==> src/hw/rtl/pfxc_pkg.sv <==
// ----------------------------------------------------------------------------
// pfxc_pkg
// Shared widths, register codes and types of the packet feedback XOR cipher.
// ----------------------------------------------------------------------------
package pfxc_pkg;

  localparam int WORD_W      = 64;
  localparam int HALF_W      = WORD_W / 2;
  localparam int BYTES       = WORD_W / 8;
  localparam int COUNT_W     = 4;
  localparam int LEN_W       = 16;
  localparam int LMULT_W     = 32;
  localparam int KEY_ENTRIES = 16;
  localparam int KEY_IDX_W   = $clog2(KEY_ENTRIES);
  localparam int CFG_IDX_W   = 2;
  localparam int CFG_DATA_W  = 64;

  // one key step and one feedback step per table entry
  localparam int STEP_W = $clog2(2 * KEY_ENTRIES);
  localparam logic [STEP_W-1:0] LAST_STEP = STEP_W'(2 * KEY_ENTRIES - 1);

  localparam logic [COUNT_W-1:0] FULL_COUNT = COUNT_W'(BYTES);

  typedef enum logic [CFG_IDX_W-1:0] {
    REG_SEED        = 2'd0,
    REG_SEED_OFFSET = 2'd1,
    REG_KEY_MULT    = 2'd2,
    REG_LENGTH_MULT = 2'd3
  } cfg_reg_t;

  typedef enum logic [2:0] {
    KDF_IDLE,
    KDF_ADD,
    KDF_MUL_LO,
    KDF_CROSS_A,
    KDF_CROSS_B,
    KDF_SUM
  } kdf_state_t;

  typedef struct packed {
    logic [WORD_W-1:0] seed;
    logic [WORD_W-1:0] seed_offset;
    logic [WORD_W-1:0] key_multiplier;
  } key_cfg_t;

  typedef struct packed {
    logic              busy;
    logic [WORD_W-1:0] start_feedback;
  } key_status_t;

endpackage

==> src/hw/rtl/pfxc_key_sched.sv <==
// ----------------------------------------------------------------------------
// pfxc_key_sched
// Key schedule: derives the 16-entry key table and the starting feedback word
// with one shared 32x32 multiplier, one mod-2^64 add-and-multiply per step.
// ----------------------------------------------------------------------------
module pfxc_key_sched (
  input  logic                            clk,
  input  logic                            rst,
  input  logic                            restart,
  input  pfxc_pkg::key_cfg_t              cfg,
  input  logic [pfxc_pkg::KEY_IDX_W-1:0]  key_sel,
  output logic [pfxc_pkg::WORD_W-1:0]     key_word,
  output pfxc_pkg::key_status_t           status
);
  import pfxc_pkg::*;

  kdf_state_t state;
  kdf_state_t state_next;
  logic [STEP_W-1:0] step;

  logic [WORD_W-1:0] key_table [KEY_ENTRIES];
  logic [WORD_W-1:0] q_reg;
  logic [WORD_W-1:0] f_reg;
  logic [WORD_W-1:0] a_reg;
  logic [WORD_W-1:0] p_reg;
  logic [WORD_W-1:0] acc;

  logic [HALF_W-1:0] mul_a;
  logic [HALF_W-1:0] mul_b;
  logic [WORD_W-1:0] mul_out;
  logic [WORD_W-1:0] add_x;
  logic [WORD_W-1:0] add_y;
  logic [WORD_W-1:0] step_result;
  logic              feedback_step;
  logic              first_pair;

  // even steps extend the key chain, odd steps fold the new key into feedback
  assign feedback_step = step[0];
  assign first_pair    = (step[STEP_W-1:1] == '0);

  always_ff @(posedge clk) begin
    if (rst || restart) begin
      state <= KDF_ADD;
      step  <= '0;
    end else begin
      state <= state_next;
      if (state == KDF_SUM) begin
        step <= step + 1'b1;
      end
    end
  end

  always_comb begin
    state_next = state;
    unique case (state)
      KDF_IDLE:    state_next = KDF_IDLE;
      KDF_ADD:     state_next = KDF_MUL_LO;
      KDF_MUL_LO:  state_next = KDF_CROSS_A;
      KDF_CROSS_A: state_next = KDF_CROSS_B;
      KDF_CROSS_B: state_next = KDF_SUM;
      KDF_SUM:     state_next = (step == LAST_STEP) ? KDF_IDLE : KDF_ADD;
      default:     state_next = KDF_IDLE;
    endcase
  end

  always_comb begin
    mul_a = a_reg[HALF_W-1:0];
    mul_b = cfg.key_multiplier[HALF_W-1:0];
    unique case (state)
      KDF_CROSS_A: mul_b = cfg.key_multiplier[WORD_W-1:HALF_W];
      KDF_CROSS_B: mul_a = a_reg[WORD_W-1:HALF_W];
      default: ;
    endcase
  end

  assign mul_out = {{HALF_W{1'b0}}, mul_a} * {{HALF_W{1'b0}}, mul_b};

  assign add_x = (!feedback_step && first_pair) ? cfg.seed_offset : q_reg;
  assign add_y = feedback_step ? (first_pair ? cfg.seed_offset : f_reg) : cfg.seed;

  assign step_result = {acc[WORD_W-1:HALF_W] + p_reg[HALF_W-1:0], acc[HALF_W-1:0]};

  always_ff @(posedge clk) begin
    case (state)
      KDF_ADD:    a_reg <= add_x + add_y;
      KDF_MUL_LO: p_reg <= mul_out;
      KDF_CROSS_A: begin
        acc   <= p_reg;
        p_reg <= {{HALF_W{1'b0}}, mul_out[HALF_W-1:0]};
      end
      KDF_CROSS_B: begin
        acc[WORD_W-1:HALF_W] <= acc[WORD_W-1:HALF_W] + p_reg[HALF_W-1:0];
        p_reg                <= {{HALF_W{1'b0}}, mul_out[HALF_W-1:0]};
      end
      KDF_SUM: begin
        if (feedback_step) begin
          f_reg <= step_result;
        end else begin
          q_reg                         <= step_result;
          key_table[step[STEP_W-1:1]] <= step_result;
        end
      end
      default: ;
    endcase
  end

  assign key_word              = key_table[key_sel];
  assign status.busy           = (state != KDF_IDLE);
  assign status.start_feedback = f_reg;

endmodule

==> config.mk <==
export PLATFORM = sky130hd
export DESIGN_NAME = pfxc_key_sched
export DESIGN_NICKNAME = d
export VERILOG_FILES = /design/src/hw/rtl/pfxc_pkg.sv /design/src/hw/rtl/pfxc_key_sched.sv
export SDC_FILE = /design/constraint.sdc
export NUM_CORES = 2
export LEC_CHECK = 0
export ABC_AREA = 1
export BUFFER_PORTS_ARGS = -buffer_cell sky130_fd_sc_hd__clkbuf_2
export CORE_MARGIN = 4
export CORE_UTILIZATION = 61
export CTS_CLUSTER_DIAMETER = 50
export DETAILED_ROUTE_END_ITERATION = 7
export PLACE_DENSITY = 0.9
export SYNTH_ARGS = -nofsm -noshare
export SYNTH_HDL_FRONTEND = slang
export SYNTH_SLANG_ARGS = --single-unit
==> constraint.sdc <==
create_clock -name clk -period 9.05 [get_ports clk]
set_clock_uncertainty 0.1 [all_clocks]
set_input_delay 0 -clock clk [delete_from_list [all_inputs] [get_ports clk]]
set_output_delay 0 -clock clk [all_outputs]
set_load 0.02 [all_outputs]
==> metrics.yaml <==
outcome:
  status: "finished, violations left"
  failed_checks: "design-rule violations"
hold_path:
  worstHoldPathType: "primary input to flip-flop"
sta:
  fmax_ghz: 0.113
  finalCritPeriodShare: 0.975
  period_minus_slack_ns: 8.82
  tightest_slew_ns: 1.41
  relSlewSlack: 0.0609
  final-hold-violation-count: 0
  setup_viol: 0
  setup-tns-final_ns: 0
  drv_slew: 0
  rsz0062_at_grt: "no"
finish:
  area_delta_synth_final_pct: 10.2
  largest_reg_flops: 1024
  instances_no_fill: 12100
  postLayoutCellArea_sq_mm: 0.105
  nets: 11400
  drive_gt1_frac: 0.0939
  fillers: 11100
route:
  vias: 74700
  dr.pass1.iters: 8
  routedWlPerCell_um: 28.2
  drcViolationCount: 1
  wl_mm: 342
  avgViaCountPerCell: 6.16
  initialDrtViolationCount: 10300
  ant_nets: 0
floorplanning:
  die_h_um: 404
  initial_utilization: 0.617
  core_sq_mm: 0.155
  die-area_sq_mm: 0.163
  pin_count: 328
  placementRows: 144
  dieWidth_um: 404
synthesis:
  synth-async-reset-ratio: 0
  synth_warnings: 0
  netlist_instances: 9575
  avgSynthCellArea_sq_um: 9.97
  synthTopCellsByArea: "edfxtp_1, fa_1, nand2_1, inv_1, ha_1"
  synth_edf_count: 1344
  syn-num-nets: 11000
  synth_seq_cells: 1352
  synth-main-ff-cell: "edfxtp_1"
  synth_area_sq_mm: 0.0954
  yosysTopAreaCellShare: 0.423
  yosys.area.top_type: "edfxtp_1"
  synth.distinct_cells: 46
  ys_seq_area_frac: 0.425
clock_tree:
  clk_pin_slew_ns: 0.07
  cts_made_buffers: 138
  cts_sinks: 1352
  htreeDepth: 4
  cts_buffer_depth: 3
  tritoncts: "yes"
  cts-root-buf: "clkbuf_16"
  clk_latency_ns: 0.79
critical_path:
  crit_top_cell: "fa_1"
  rrSetupSlack_ns: 0.23
  worstPathArrival_ns: 9.25
  endpoint: "p_reg[39]"
  required_ns: 9.48
  start_kind: "flip-flop"
  crit_slowest_cell: "fa_1"
  path_max_fanout: 46
  reg2regPathDepth: 32
  reg2reg_to: "p_reg[39]"
  path_class: "flip-flop to flip-flop"
  slowest_delay_ns: 0.57
  end_kind: "flip-flop"
  r2r-start: "state[0]"
  cp-startpoint: "state[0]"
grt:
  grt_usage: 0.418
  grtUsageMet3: 0.120
  grt_pass1_vias: 75900
  grt_max_degree: 202
  gr-total-overflow: 0
  grtUsageMet2: 0.649
  grt_pass1_wl_mm: 494
  use_met1: 0.511
  antenna_found_initial: 15
  busiest_layer: "met2"
run:
  drv_cap: 0
placed_design:
  gp_congestion: 1.06
  dp.cells: 11800
  port_buffers: 327
  dpl_cell_area_sq_mm: 0.0995
  dp_hpwl_mm: 247
==> metrics by stage <==
step / worst slack [ns] / util / hold slack (ns)
floorplan: 1.41 / - / 0.0640
global placement: 0.0602 / 0.643 / 0.354
detailed placement: 0.0458 / 0.643 / 0.354
CTS: 0.0621 / 0.679 / 0.0000304
global route: 0.0102 / 0.679 / 0.00881
finish: 0.226 / 0.680 / 0.0425
==> routing by layer <==
layer	routed length [um]	vias to the layer above
met4	29100	10
met1	115000	36200
li1	-	31500
met3	44000	1312
met5	189	-
met2	154000	5692
==> cell usage in the layout (no fill, tap or decap), drive strengths merged, types with 215 or more instances in the layout <==
cell type  synthesis  layout
a21oi            452     452
buf              252     215
clkbuf           137     480
edfxtp          1344    1344
fa               898     898
ha               359     359
inv             1796    1808
mux2i            256     256
nand2           1783    1783
nand3            224     224
nor2             976     976
o211ai           256     256
o21ai            575     575
==> repair_timing <==
item | CTS | global route
setup buffers | 0 | 3
hold buffers | 99 | 0
endpoints found under the setup margin | 0 | 28
hold endpoints to repair | 59 | 0
resized for setup | 0 | 13
==> kinds of logic (layout without fill, tap and decap cells) <==
logic type | count (synthesis) | after routing | share of synthesized area
adder cells (fa/ha/maj) | 1257 | 1257 | 0.235
AO/OA/AOI/OAI | 1316 | 1316 | 0.0805
AND/OR/NAND/NOR | 3062 | 3062 | 0.126
flip-flops | 1352 | 1352 | 0.425
other | 0 | 12 | 0
buffers and inverters | 2186 | 2677 | 0.0920
multiplexers | 318 | 318 | 0.0342
XOR/XNOR | 84 | 84 | 0.00771
==> how the worst min path moves through the flow <==
stage               startpoint         to  cells after the start
global placement      p_reg[8]     acc[8]                      0
detailed placement    p_reg[2]     acc[2]                      0
finish                 cfg[75]  a_reg[11]                      4
floorplan                  rst   state[0]                      2
CTS                   cfg[171]  a_reg[43]                      7
global route          cfg[131]   a_reg[3]                      5
==> final cells by class <==
cell class	instances	area, sq um	area share
well taps	2044	2560	0.0243
clock buffers	156	3540	0.0337
multi-input cells	6037	46300	0.441
repair buffers	638	4350	0.0414
inverters	1797	6780	0.0645
diodes	12	30.0	0.000285
clock inverters	86	1050	0.0100
flip-flops and latches	1352	40500	0.385
==> cell usage after synthesis, types with 11 or more instances <==
| cell | n |
|---|---|
| buf_2 | 173 |
| a21oi_1 | 452 |
| nand2_1 | 1781 |
| edfxtp_1 | 1344 |
| ha_1 | 359 |
| mux2i_1 | 256 |
| o211ai_1 | 256 |
| buf_4 | 13 |
| nor3_1 | 25 |
| inv_2 | 49 |
| nor2_1 | 966 |
| o21ai_0 | 509 |
| mux2_2 | 62 |
| nand4_1 | 11 |
| o21bai_1 | 22 |
| and2_1 | 16 |
| buf_6 | 36 |
| buf_1 | 28 |
| clkbuf_1 | 137 |
| nand3_1 | 224 |
| o21ai_4 | 28 |
| o21ai_2 | 15 |
| inv_1 | 1744 |
| fa_1 | 898 |
| xor2_1 | 79 |
| o21ai_1 | 23 |
==> worst max-delay path: cells and delay by family, from the launching register on <==
family / cells / cell delay (ns)
AO/OA/AOI/OAI: 1 / 0.12
adder cells (fa/ha/maj): 9 / 4.02
buffers and inverters: 9 / 1.59
flip-flops: 1 / 0.41
AND/OR/NAND/NOR: 13 / 2.31
Power is left out: the tool's default activity adds up to more than one toggle a clock period on the data nets, which glitch-free logic cannot reach.
